[src/sv/csx_pkg.sv]
// csx_pkg: shared types and constants for the CAN signal extract and scale unit
// holds payload structs, configuration register layout and pipeline stage records
// no dependencies
package csx_pkg;

    // payload and arithmetic widths
    localparam int BYTE_W          = 8;
    localparam int DATA_W          = 64;
    localparam int NUM_BYTES       = DATA_W / BYTE_W;
    localparam int LEN_W           = 4;
    localparam int START_W         = 3;
    localparam int COUNT_W         = 4;
    localparam int SCALE_W         = 32;
    localparam int ADJ_W           = 48;
    localparam int HALF_W          = DATA_W / 2;
    localparam int PROD_W          = DATA_W + SCALE_W;
    localparam int SUM_W           = PROD_W + 2;
    localparam int SHIFT_W         = $clog2(DATA_W) + 1;
    localparam int POP_W           = $clog2(DATA_W) + 1;
    localparam int CFG_IDX_W       = 3;
    localparam int NUM_STG         = 5;
    localparam int FRAME_BYTES_DEF = 8;

    // saturation limits of the Q48.16 result
    localparam logic [DATA_W-1:0] SAT_MAX = {1'b0, {(DATA_W-1){1'b1}}};
    localparam logic [DATA_W-1:0] SAT_MIN = {1'b1, {(DATA_W-1){1'b0}}};

    // configuration register indexes
    typedef enum logic [CFG_IDX_W-1:0] {
        CFG_START_BYTE,
        CFG_BYTE_COUNT,
        CFG_REVERSE,
        CFG_VALUE_MASK,
        CFG_IS_SIGNED,
        CFG_SCALE,
        CFG_ADJUST
    } t_cfg_idx;

    // input transaction
    typedef struct packed {
        logic [DATA_W-1:0] frame_bytes;
        logic [LEN_W-1:0]  frame_length;
    } t_in_item;

    // result transaction
    typedef struct packed {
        logic [DATA_W-1:0]        raw_field;
        logic                     is_negative;
        logic signed [DATA_W-1:0] scaled_value;
        logic                     saturated;
        logic                     range_error;
    } t_out_item;

    // configuration registers plus the derived sign region (bits at or above n-1)
    typedef struct packed {
        logic [START_W-1:0]       start_byte;
        logic [COUNT_W-1:0]       byte_count;
        logic                     reverse_order;
        logic [DATA_W-1:0]        value_mask;
        logic                     is_signed;
        logic signed [SCALE_W-1:0] scale_factor;
        logic signed [ADJ_W-1:0]  offset_adjust;
        logic [DATA_W-1:0]        sign_region;
    } t_cfg;

    // per-stage load enables
    typedef struct packed {
        logic s2;
        logic s3;
        logic s4;
        logic s5;
    } t_stage_en;

    // after extraction
    typedef struct packed {
        logic [DATA_W-1:0] raw;
        logic [DATA_W-1:0] mag;
        logic              neg;
        logic              range_err;
    } t_ext_stage;

    // after partial products
    typedef struct packed {
        logic [DATA_W-1:0] p0;
        logic [DATA_W-1:0] p1;
        logic              flip;
        logic [DATA_W-1:0] raw;
        logic              neg;
        logic              range_err;
    } t_mul_stage;

    // after product assembly
    typedef struct packed {
        logic [PROD_W-1:0] prod;
        logic              flip;
        logic [DATA_W-1:0] raw;
        logic              neg;
        logic              range_err;
    } t_prod_stage;

endpackage

[src/sv/csx_scale.sv]
// csx_scale: sign apply, offset add and 64-bit saturation into the result register
// depends on csx_pkg
module csx_scale (
    input  logic                  i_clk,
    input  csx_pkg::t_stage_en    i_en,
    input  csx_pkg::t_prod_stage  i_prod,
    input  csx_pkg::t_cfg         i_cfg,
    output csx_pkg::t_out_item    o_item
);
    import csx_pkg::*;

    logic [SUM_W-1:0]  signed_prod;
    logic [SUM_W-1:0]  adj_ext;
    logic [SUM_W-1:0]  sum;
    logic              sat;
    t_out_item         n_out;
    t_out_item         r_out;

    // negate by inversion with carry-in, folded into the offset add
    always_comb begin
        signed_prod = i_prod.flip ? ~{2'b00, i_prod.prod} : {2'b00, i_prod.prod};
        adj_ext     = {{(SUM_W-ADJ_W){i_cfg.offset_adjust[ADJ_W-1]}}, i_cfg.offset_adjust};
        sum         = signed_prod + adj_ext + SUM_W'(i_prod.flip);
        sat         = !(&sum[SUM_W-1:DATA_W-1]) && (|sum[SUM_W-1:DATA_W-1]);
    end

    // result record
    always_comb begin
        n_out.range_error = i_prod.range_err;
        n_out.raw_field   = i_prod.raw;
        n_out.is_negative = i_prod.neg;
        if (i_prod.range_err) begin
            n_out.scaled_value = '0;
            n_out.saturated    = 1'b0;
        end else begin
            n_out.saturated    = sat;
            n_out.scaled_value = sat ? (sum[SUM_W-1] ? SAT_MIN : SAT_MAX) : sum[DATA_W-1:0];
        end
    end

    always_ff @(posedge i_clk) begin
        if (i_en.s5) begin
            r_out <= n_out;
        end
    end

    assign o_item = r_out;

endmodule

[config.mk]
export PLATFORM = sky130hd
export DESIGN_NAME = csx_scale
export DESIGN_NICKNAME = d
export VERILOG_FILES = /design/src/sv/csx_pkg.sv /design/src/sv/csx_scale.sv
export SDC_FILE = /design/constraint.sdc
export NUM_CORES = 1
export LEC_CHECK = 0
export ABC_AREA = 1
export BUFFER_PORTS_ARGS = -buffer_cell sky130_fd_sc_hd__buf_2
export CAP_MARGIN = 10
export CORE_MARGIN = 2
export CORE_UTILIZATION = 25
export CTS_CLUSTER_SIZE = 20
export DETAILED_ROUTE_END_ITERATION = 8
export MAX_ROUTING_LAYER = met4
export SYNTH_ARGS = -nofsm -noshare
export SYNTH_HDL_FRONTEND = slang
export SYNTH_SLANG_ARGS = --single-unit
[constraint.sdc]
create_clock -name i_clk -period 9.4 [get_ports i_clk]
set_input_delay 0 -clock i_clk [delete_from_list [all_inputs] [get_ports i_clk]]
set_output_delay 0 -clock i_clk [all_outputs]
set_load 0.005 [all_outputs]
==> metrics.csv <==
stage,metric,value,unit
floorplanning,die_y,260,µm
clock_tree,numCtsBuffers,17,
critical_path,critical-path-max-stage-delay,0.74,ns
floorplanning,fp.coreArea,64600,µm²
floorplanning,die_width,260,µm
routing,drc,0,
grt,grtUsageTotal,20.6,%
routing,first_pass_iters,6,
worst_hold_path,holdPathEnd,o_item[2]$_SDFFCE_PP0P_,
synth,ys.flop_type,edfxtp_1,
synth,synthDistinctLibCells,41,
synth,synth.most_common_cell,nand2_1,
worst_hold_path,min_path_type,in -> reg,
critical_path,cp_max_fo,63,
status,status,finished clean,
synth,async_flop_share,0,%
critical_path,arrival,5.37,ns
power_and_ir_drop,powerDensity,134,nW/µm²
floorplanning,initial_core_util,25.3,%
power_and_ir_drop,leakage,10.8,nW
clock_tree,cts-root-buf,clkbuf_16,
critical_path,crit_type,in -> reg,
critical_path,crit_chain,buf_6 -> buf_4 -> xor2_1 -> ha_1 -> nand2_1 -> nor2_1 -> nand2_1 -> nor2_1 -> nand2_1 -> inv_1 -> nand2_1 -> nand2_1 -> nand2_1 -> nand2_1 -> nand3_1 -> nor2_1 -> nand2_1 -> nor2_2 -> nand3_4 -> nand2_4 -> a21oi_1,
synth,synthTopCellsByArea,"nand2_1, edfxtp_1, inv_1, ha_1, xor2_1",
grt,grt-ovfl-total,0,
timing,setup-violations-final,0,
clock_tree,clk_path_buf_depth,2,
grt,grt_start_max_net_pins,67,
timing,finalHoldViolCount,0,
synth,netlist_top_cells_count,"nand2_1, inv_1, nor2_1",
floorplanning,rows,93,
routing,postRouteAntennaNets,0,
place,gp_congestion,1.03,
timing,max_freq,0.191,GHz
layout,drive_gt1_share,16.8,%
floorplanning,ios,516,
critical_path,cp-end-kind,register,
timing,finalMaxSlewViolations,0,
synth,synth_top_area_share,25.6,%
timing,rsz0062_at_grt,false,
clock_tree,cts_tree,built,
timing,slew_headroom,26.5,%
synth,synth_area_per_cell,6.11,µm²
critical_path,crit_top_cell,nand2_1,
critical_path,critical_path.startpoint_type,input pin,
place,io_buffers,343,
timing,post-route-period-util,55.6,%
layout,syn_to_final_growth,23.6,%
synth,synth_edf_count,131,
power_and_ir_drop,vdd_drop_max,0.107,mV
worst_hold_path,hold_path.startpoint,i_cfg[64],
place,hpwl,60200,µm
clock_tree,numClockSinks,131,
clock_tree,clk_pin_slew_worst_paths,0.07,ns
layout,largest_register_ff_count,131,
grt,grt_pass1_wl,100000,µm
critical_path,path_buf_inv,3,
clock_tree,postCtsSetupRepairBufs,0,
synth,seq_area_frac_synth,24.1,%
timing,fin_setup_tns,0,ns
synth,syn-num-nets,3164,
critical_path,cpLargestDelayFamily,simple AND/OR/NAND/NOR gates,
routing,totalWireLength,69100,µm
routing,route.vias.total,17300,
clock_tree,cts_max_level,4,
timing,tightest_slew,1.10,ns
grt,grt_antenna_before_repair,11,
routing,drt_iter0_drc,1185,
critical_path,cp.required,9.54,ns
timing,holdWs,0.0704,ns
floorplanning,die_area,67400,µm²
routing,routed_via_density,4.36,
synth,synth-seq-cells,131,
layout,layout.nets,3564,
synth,syn_area,16300,µm²
synth,synth_warnings,0,
timing,min_period,5.22,ns
routing,wl_per_cell,17.5,µm
synth,yosysTopAreaCell,nand2_1,
flow_run,maxCapViolations,0,
synth,synth_cells,2676,
worst_hold_path,hold_depth,5,
grt,grt_pass1_vias,16600,
critical_path,cp_slowest_cell,nand2_4,
[routing by layer]
metal / vias up / share of wire [%] / global-route usage (%)
li1: 8973 / - / -
met1: 7748 / 45 / 25.9
met2: 463 / 47 / 34.5
met3: 68 / 5.7 / 2.87
met4: 0 / 2.4 / 5.76
met5: - / 0 / -
[power breakdown]
group          switching (W)  leakage (nW)  total, W  internal (W)
clock network       0.000315         0.287  0.000671      0.000356
registers          0.0000137          1.27  0.000724      0.000710
logic               0.000880          9.24   0.00131      0.000435
total                0.00121          10.8   0.00271       0.00150
[cell type report]
type                            instances  area, µm²
Antenna cell                            9       22.5
Clock buffer                           17        425
Clock inverter                         15        161
Fill cell                            7398      44400
Inverter                              515       1930
Multi-Input combinational cell       2000      10300
Sequential cell                       131       3930
Tap cell                              855       1070
Timing Repair Buffer                  411       2400
[how the worst max path moves through the flow]
stage / slack (ns) / depth (start not counted) / end / start
6_report: 4.18 / 21 / o_item[46]$_SDFFCE_PP0P_ / i_prod[66]
5_1_grt: 3.77 / 21 / o_item[46]$_SDFFCE_PP0P_ / i_prod[66]
4_1_cts: 4.14 / 21 / o_item[40]$_SDFFCE_PP0P_ / i_prod[66]
3_5_place_dp: 3.68 / 21 / o_item[50]$_SDFFCE_PP0P_ / i_prod[66]
3_3_place_gp: 3.66 / 21 / o_item[40]$_SDFFCE_PP0P_ / i_prod[66]
2_1_floorplan: 5.77 / 26 / o_item[2]$_SDFFCE_PP0P_ / i_prod[66]
[cell families (layout without fill, tap and decap cells)]
| family | after synthesis | after routing | synth area share [%] |
|---|---|---|---|
| DFF | 131 | 131 | 24.1 |
| AOI/OAI and AO/OA | 184 | 184 | 6.94 |
| other | 0 | 9 | 0 |
| xor gates and xnor gates | 156 | 156 | 8.36 |
| adders and majority gates | 103 | 103 | 7.93 |
| and+or+nand+nor | 1557 | 1557 | 39.5 |
| buffers and inverters | 545 | 958 | 13.2 |
[cells in the final DEF (no fill, tap or decap), types with 31 or more instances in the layout]
master and count:
a21oi_1 98, a21oi_2 45, buf_2 341, dlygate4sd3_1 65, edfxtp_1 131, ha_1 102, inv_1 505, nand2_1 1115
nand3_1 83, nand4_1 34, nor2_1 220, nor2_2 31, xor2_1 141
[metrics by stage]
| step | total power, W | setup slack, ns | util [%] | std cells | cell area [µm²] |
|---|---|---|---|---|---|
| global placement | 0.00202 | 3.66 | 29.3 | 3847 | 18900 |
| CTS | 0.00272 | 4.14 | 31.2 | 3944 | 20200 |
| detailed placement | 0.00202 | 3.68 | 29.3 | 3847 | 18900 |
| finish | 0.00271 | 4.18 | 31.3 | 3953 | 20200 |
| global route | 0.00290 | 3.77 | 31.3 | 3953 | 20200 |
| floorplan | 0.00157 | 5.77 | - | 2676 | 16300 |
[what timing repair did]
action,CTS,global route
endpoints found under the setup margin,0,0
hold endpoints to repair,65,0
hold buffers,65,0
gates resized for setup,0,0
(Power assumes the default switching activity.)
