--- src/sv/csx_pkg.sv ---
// csx_pkg: shared types and constants for the CAN signal extract and scale unit
// holds payload structs, configuration register layout and pipeline stage records
// no dependencies
package csx_pkg;

    // payload and arithmetic widths
    localparam int BYTE_W          = 8;
    localparam int DATA_W          = 64;
    localparam int NUM_BYTES       = DATA_W / BYTE_W;
    localparam int LEN_W           = 4;
    localparam int START_W         = 3;
    localparam int COUNT_W         = 4;
    localparam int SCALE_W         = 32;
    localparam int ADJ_W           = 48;
    localparam int HALF_W          = DATA_W / 2;
    localparam int PROD_W          = DATA_W + SCALE_W;
    localparam int SUM_W           = PROD_W + 2;
    localparam int SHIFT_W         = $clog2(DATA_W) + 1;
    localparam int POP_W           = $clog2(DATA_W) + 1;
    localparam int CFG_IDX_W       = 3;
    localparam int NUM_STG         = 5;
    localparam int FRAME_BYTES_DEF = 8;

    // saturation limits of the Q48.16 result
    localparam logic [DATA_W-1:0] SAT_MAX = {1'b0, {(DATA_W-1){1'b1}}};
    localparam logic [DATA_W-1:0] SAT_MIN = {1'b1, {(DATA_W-1){1'b0}}};

    // configuration register indexes
    typedef enum logic [CFG_IDX_W-1:0] {
        CFG_START_BYTE,
        CFG_BYTE_COUNT,
        CFG_REVERSE,
        CFG_VALUE_MASK,
        CFG_IS_SIGNED,
        CFG_SCALE,
        CFG_ADJUST
    } t_cfg_idx;

    // input transaction
    typedef struct packed {
        logic [DATA_W-1:0] frame_bytes;
        logic [LEN_W-1:0]  frame_length;
    } t_in_item;

    // result transaction
    typedef struct packed {
        logic [DATA_W-1:0]        raw_field;
        logic                     is_negative;
        logic signed [DATA_W-1:0] scaled_value;
        logic                     saturated;
        logic                     range_error;
    } t_out_item;

    // configuration registers plus the derived sign region (bits at or above n-1)
    typedef struct packed {
        logic [START_W-1:0]       start_byte;
        logic [COUNT_W-1:0]       byte_count;
        logic                     reverse_order;
        logic [DATA_W-1:0]        value_mask;
        logic                     is_signed;
        logic signed [SCALE_W-1:0] scale_factor;
        logic signed [ADJ_W-1:0]  offset_adjust;
        logic [DATA_W-1:0]        sign_region;
    } t_cfg;

    // per-stage load enables
    typedef struct packed {
        logic s2;
        logic s3;
        logic s4;
        logic s5;
    } t_stage_en;

    // after extraction
    typedef struct packed {
        logic [DATA_W-1:0] raw;
        logic [DATA_W-1:0] mag;
        logic              neg;
        logic              range_err;
    } t_ext_stage;

    // after partial products
    typedef struct packed {
        logic [DATA_W-1:0] p0;
        logic [DATA_W-1:0] p1;
        logic              flip;
        logic [DATA_W-1:0] raw;
        logic              neg;
        logic              range_err;
    } t_mul_stage;

    // after product assembly
    typedef struct packed {
        logic [PROD_W-1:0] prod;
        logic              flip;
        logic [DATA_W-1:0] raw;
        logic              neg;
        logic              range_err;
    } t_prod_stage;

endpackage

--- src/sv/csx_extract.sv ---
// csx_extract: byte slice, order, mask and sign handling stage
// depends on csx_pkg
module csx_extract #(
    parameter int P_FRAME_BYTES = csx_pkg::FRAME_BYTES_DEF
) (
    input  logic                  i_clk,
    input  csx_pkg::t_stage_en    i_en,
    input  csx_pkg::t_in_item     i_item,
    input  csx_pkg::t_cfg         i_cfg,
    output csx_pkg::t_ext_stage   o_ext
);
    import csx_pkg::*;

    logic [LEN_W-1:0]   len_eff;
    logic [LEN_W:0]     slice_end;
    logic [SHIFT_W-1:0] drop;
    logic [DATA_W-1:0]  shifted;
    logic [DATA_W-1:0]  little;
    logic [DATA_W-1:0]  swapped;
    logic [DATA_W-1:0]  fwd;
    logic [DATA_W-1:0]  joined;
    logic [DATA_W-1:0]  raw;
    logic               neg;
    t_ext_stage         n_ext;
    t_ext_stage         r_ext;

    // frame length clamp and slice bounds check
    always_comb begin
        len_eff = (i_item.frame_length > LEN_W'(P_FRAME_BYTES)) ?
                  LEN_W'(P_FRAME_BYTES) : i_item.frame_length;
        slice_end = (LEN_W+1)'(i_cfg.start_byte) + (LEN_W+1)'(i_cfg.byte_count);
    end

    // slice bytes: little-endian run, then byte-swapped for first-byte-msb order
    always_comb begin
        shifted = i_item.frame_bytes >> {i_cfg.start_byte, 3'b000};
        drop    = SHIFT_W'(DATA_W) - SHIFT_W'({i_cfg.byte_count, 3'b000});
        little  = shifted & ({DATA_W{1'b1}} >> drop);
        for (int b = 0; b < NUM_BYTES; b++) begin
            swapped[BYTE_W*b +: BYTE_W] = little[BYTE_W*(NUM_BYTES-1-b) +: BYTE_W];
        end
        fwd    = swapped >> drop;
        joined = i_cfg.reverse_order ? little : fwd;
        raw    = joined & i_cfg.value_mask;
        neg    = i_cfg.is_signed && (|(raw & i_cfg.sign_region));
    end

    // stage record, zeroed on a range error
    always_comb begin
        n_ext.range_err = (i_cfg.byte_count == '0) || (slice_end > (LEN_W+1)'(len_eff));
        if (n_ext.range_err) begin
            n_ext.raw = '0;
            n_ext.mag = '0;
            n_ext.neg = 1'b0;
        end else begin
            n_ext.raw = raw;
            n_ext.neg = neg;
            n_ext.mag = neg ? ((~raw & i_cfg.value_mask) + DATA_W'(1)) : raw;
        end
    end

    always_ff @(posedge i_clk) begin
        if (i_en.s2) begin
            r_ext <= n_ext;
        end
    end

    assign o_ext = r_ext;

endmodule

--- config.mk ---
export PLATFORM = sky130hd
export DESIGN_NAME = csx_extract
export DESIGN_NICKNAME = d
export VERILOG_FILES = /design/src/sv/csx_pkg.sv /design/src/sv/csx_extract.sv
export SDC_FILE = /design/constraint.sdc
export NUM_CORES = 1
export LEC_CHECK = 0
export ABC_AREA = 1
export BUFFER_PORTS_ARGS = -buffer_cell sky130_fd_sc_hd__buf_4
export CORE_MARGIN = 3
export CORE_UTILIZATION = 40
export CTS_CLUSTER_DIAMETER = 40
export DETAILED_ROUTE_END_ITERATION = 8
export GPL_ROUTABILITY_DRIVEN = 0
export PLACE_DENSITY_LB_ADDON = 0.25
export SYNTH_ARGS = -nofsm -noshare
export SYNTH_HDL_FRONTEND = slang
export SYNTH_SLANG_ARGS = --single-unit
--- constraint.sdc ---
create_clock -name i_clk -period 11.7 [get_ports i_clk]
set_input_delay 0.585 -clock i_clk [delete_from_list [all_inputs] [get_ports i_clk]]
set_output_delay 0.585 -clock i_clk [all_outputs]
set_load 0.05 [all_outputs]
==> flow_results.xml <==
<?xml version="1.0" encoding="UTF-8"?>
<metrics>
  <group name="sta">
    <metric name="tightest_slew" unit="ns">1.12</metric>
    <metric name="post_route_clock_period_utilization" unit="%">60.3</metric>
    <metric name="fin_ws" unit="ns">4.64</metric>
    <metric name="final-hold-violation-count" unit="">0</metric>
    <metric name="min_period" unit="ns">7.06</metric>
    <metric name="hold_slack" unit="ns">0.476</metric>
    <metric name="relative_slew_margins" unit="%">25.5</metric>
    <metric name="setup_repair_after_global_routing_missed_its_margin" unit="">false</metric>
    <metric name="setup_viol_count_final" unit="">0</metric>
    <metric name="timing.final.max_slew_violations" unit="">0</metric>
    <metric name="achievable-frequency" unit="MHz">142</metric>
    <metric name="fin_tns_setup" unit="ns">0</metric>
  </group>
  <group name="power_and_ir_drop">
    <metric name="worst_ir_drop_vdd" unit="mV">0.0997</metric>
    <metric name="power.static_leakage" unit="nW">9.02</metric>
    <metric name="cellPowerDensity" unit="nW/um2">113</metric>
  </group>
  <group name="global_route">
    <metric name="globalRouteOverflowTotal" unit="">0</metric>
    <metric name="grt_first_pass_wirelength" unit="mm">95.2</metric>
    <metric name="grt_max_degree" unit="">77</metric>
    <metric name="initial_antenna_violation_count" unit="">0</metric>
    <metric name="via_count_of_the_first_global_routing_pass" unit="">16600</metric>
    <metric name="grtUsageMet3" unit="%">8.75</metric>
    <metric name="globalRouteTotalUtil" unit="%">32.1</metric>
    <metric name="globalRouteMet2Util" unit="%">49.9</metric>
    <metric name="met1_usage" unit="%">40.9</metric>
    <metric name="global_route.peak_usage_layer" unit="">met2</metric>
  </group>
  <group name="detailed_routing">
    <metric name="route.vias.total" unit="">18000</metric>
    <metric name="drt_pre_antenna_iters" unit="">9</metric>
    <metric name="route.detailed.wl_per_inst" unit="um">20.5</metric>
    <metric name="via_per_inst" unit="">5.81</metric>
    <metric name="drtAntennaViolNets" unit="">0</metric>
    <metric name="totalWireLength" unit="mm">63.4</metric>
    <metric name="first_iter_violations" unit="">2689</metric>
    <metric name="remaining_drc_errors" unit="">1</metric>
  </group>
  <group name="synthesis">
    <metric name="synth_edf_count" unit="">130</metric>
    <metric name="netlist-cell-type-count" unit="">41</metric>
    <metric name="syn-instance-count" unit="">2373</metric>
    <metric name="yosysWarnings" unit="">0</metric>
    <metric name="share_of_synthesized_flip_flops_with_an_asynchronous_set_or_reset" unit="%">0</metric>
    <metric name="syn_avg_cell_area" unit="um2">6.01</metric>
    <metric name="mappedNetlistArea" unit="um2">14300</metric>
    <metric name="fraction_of_the_yosys_area_taken_by_sequential_cells" unit="%">27.4</metric>
    <metric name="synth-seq-cells" unit="">130</metric>
    <metric name="yosys_most_used_dff" unit="">edfxtp_1</metric>
    <metric name="postSynthNetCount" unit="">2676</metric>
  </group>
  <group name="worst_setup_path">
    <metric name="crit_path_cell_trace" unit="">buf_4 -&gt; inv_2 -&gt; buf_4 -&gt; ha_1 -&gt; inv_1 -&gt; ha_1 -&gt; buf_4 -&gt; inv_4 -&gt; nor2_4 -&gt; nand2_1 -&gt; nor2_4 -&gt; inv_1 -&gt; o21ai_0 -&gt; nand3_1 -&gt; nand2_1 -&gt; nor2_1 -&gt; nand4_1 -&gt; nor3_2 -&gt; nand3_2 -&gt; nand3_2 -&gt; a21oi_1</metric>
    <metric name="crit_slowest_cell" unit="">nand3_2</metric>
    <metric name="worstSetupPathType" unit="">in2reg</metric>
    <metric name="critical_path_peak_fanout" unit="">69</metric>
    <metric name="cp.arrival" unit="ns">7.29</metric>
    <metric name="startpoint_type" unit="">input port</metric>
    <metric name="crit_required" unit="ns">11.94</metric>
    <metric name="timing.critical_path.slowest_cell_delay" unit="ns">0.90</metric>
    <metric name="crit_path_frequent_cell" unit="">buf_4</metric>
    <metric name="end_kind" unit="">flip-flop</metric>
  </group>
  <group name="clock_tree">
    <metric name="cts.clk_slew.worst_paths" unit="ns">0.06</metric>
    <metric name="htreeDepth" unit="">4</metric>
    <metric name="post_cts_hold_buffer_count" unit="">0</metric>
    <metric name="clock_tree_from_tritoncts" unit="">done</metric>
    <metric name="post_cts.resized_instances" unit="">0</metric>
    <metric name="cts.path.max_buffers" unit="">2</metric>
    <metric name="postCtsSetupBuffers" unit="">0</metric>
    <metric name="numCtsBuffers" unit="">17</metric>
    <metric name="clkSinkCount" unit="">130</metric>
    <metric name="cts_root_buffer" unit="">clkbuf_16</metric>
  </group>
  <group name="cells_and_area">
    <metric name="utilization_of_the_core_after_routing" unit="%">49.9</metric>
    <metric name="mostFrequentLayoutCells" unit="">nand2_1, nand3_1, buf_4</metric>
    <metric name="post_route_cells_drive_above_1_share" unit="%">17.6</metric>
    <metric name="layout.cells.most_common" unit="">nand2_1</metric>
    <metric name="areaGrowthSynthToFinish" unit="%">21.9</metric>
    <metric name="layout.nets" unit="">2928</metric>
    <metric name="fillerInstances" unit="">3538</metric>
    <metric name="largest_register_ffs" unit="">130</metric>
    <metric name="post-route-cell-area" unit="um2">17400</metric>
  </group>
  <group name="placement">
    <metric name="portBuffers" unit="">336</metric>
    <metric name="detailed_place_hpwl" unit="mm">49.9</metric>
    <metric name="detailed_place.area" unit="um2">16800</metric>
    <metric name="placement.setup.worst_slack" unit="ns">4.59</metric>
  </group>
  <group name="die">
    <metric name="die_y" unit="um">195</metric>
    <metric name="top_level_ports" unit="">420</metric>
    <metric name="dieWidth" unit="um">195</metric>
    <metric name="design.die.area" unit="um2">38000</metric>
    <metric name="core_area" unit="um2">34900</metric>
    <metric name="rows" unit="">68</metric>
    <metric name="start_util" unit="%">40.9</metric>
  </group>
  <group name="outcome">
    <metric name="result_of_the_run" unit="">finished with violations</metric>
    <metric name="failed_checks" unit="">DRC</metric>
  </group>
  <group name="run">
    <metric name="maxCapViolCount" unit="">0</metric>
  </group>
  <group name="worst_hold_path">
    <metric name="hold_path_class" unit="">in2reg</metric>
  </group>
</metrics>
path summary, 6_finish.rpt:
path / startpoint / endpoint / depth (start not counted) / slack [ns]
max: i_cfg[210] / o_ext[10] / 21 / 4.64
min: i_cfg[145] / o_ext[66] / 3 / 0.48
layer usage:
metal | wire, um | vias to the layer above
li1 | - | 8269
met1 | 23400 | 8104
met2 | 27100 | 1338
met3 | 8870 | 250
met4 | 4040 | 0
met5 | 0 | -
final cells by class:
class	instances	area (um2)	area share, %
diodes	2	5.00	0.0288
flip-flops and latches	130	3900	22.4
repair buffers	344	2580	14.8
multi-input cells	1925	8940	51.4
clock inverters	13	185	1.06
well taps	455	569	3.27
clock buffers	18	429	2.47
inverters	207	782	4.49
synth_stat cells (14+ instances only):
library cell / count / share of area (%)
nand4_1: 27 / 1.2
clkbuf_1: 24 / 0.63
edfxtp_1: 130 / 27
nand2_1: 843 / 22
nand3_2: 18 / 1.3
o21ai_1: 14 / 0.49
nor2_2: 15 / 0.66
nand3_1: 580 / 20
nor2_1: 262 / 6.9
inv_1: 197 / 5.2
a21oi_1: 18 / 0.63
o21ai_0: 25 / 0.88
buf_1: 14 / 0.37
buf_2: 44 / 1.5
buf_6: 16 / 1.3
cell families after synthesis:
group | Yosys count | share of synthesized area, %
buffers and inverters | 318 | 9.97
flip-flops | 130 | 27.4
XOR/XNOR | 26 | 1.60
adder cells (fa/ha/maj) | 13 | 1.19
AO/OA/AOI/OAI | 79 | 3.23
AND/OR/NAND/NOR | 1807 | 56.7
critical path, delay by kind of cell:
family	cells	cell delay (ns)
and+or+nand+nor	10	2.73
AOI/OAI and AO/OA	2	1.40
buffers and inverters	7	1.97
adders and majority gates	2	0.56
power breakdown:
| group | leakage [nW] | switching [mW] | internal (mW) | total (mW) |
|---|---|---|---|---|
| combinational | 7.48 | 0.590 | 0.228 | 0.818 |
| clock | 0.298 | 0.210 | 0.355 | 0.565 |
| sequential | 1.24 | 0.0165 | 0.570 | 0.586 |
stage by stage:
stage	cells	power (mW)
floorplan	2373	1.13
global placement	3061	1.38
detailed placement	3061	1.39
CTS	3092	1.96
global route	3092	2.05
finish	3094	1.97
Power figures use the tool's default switching activity.
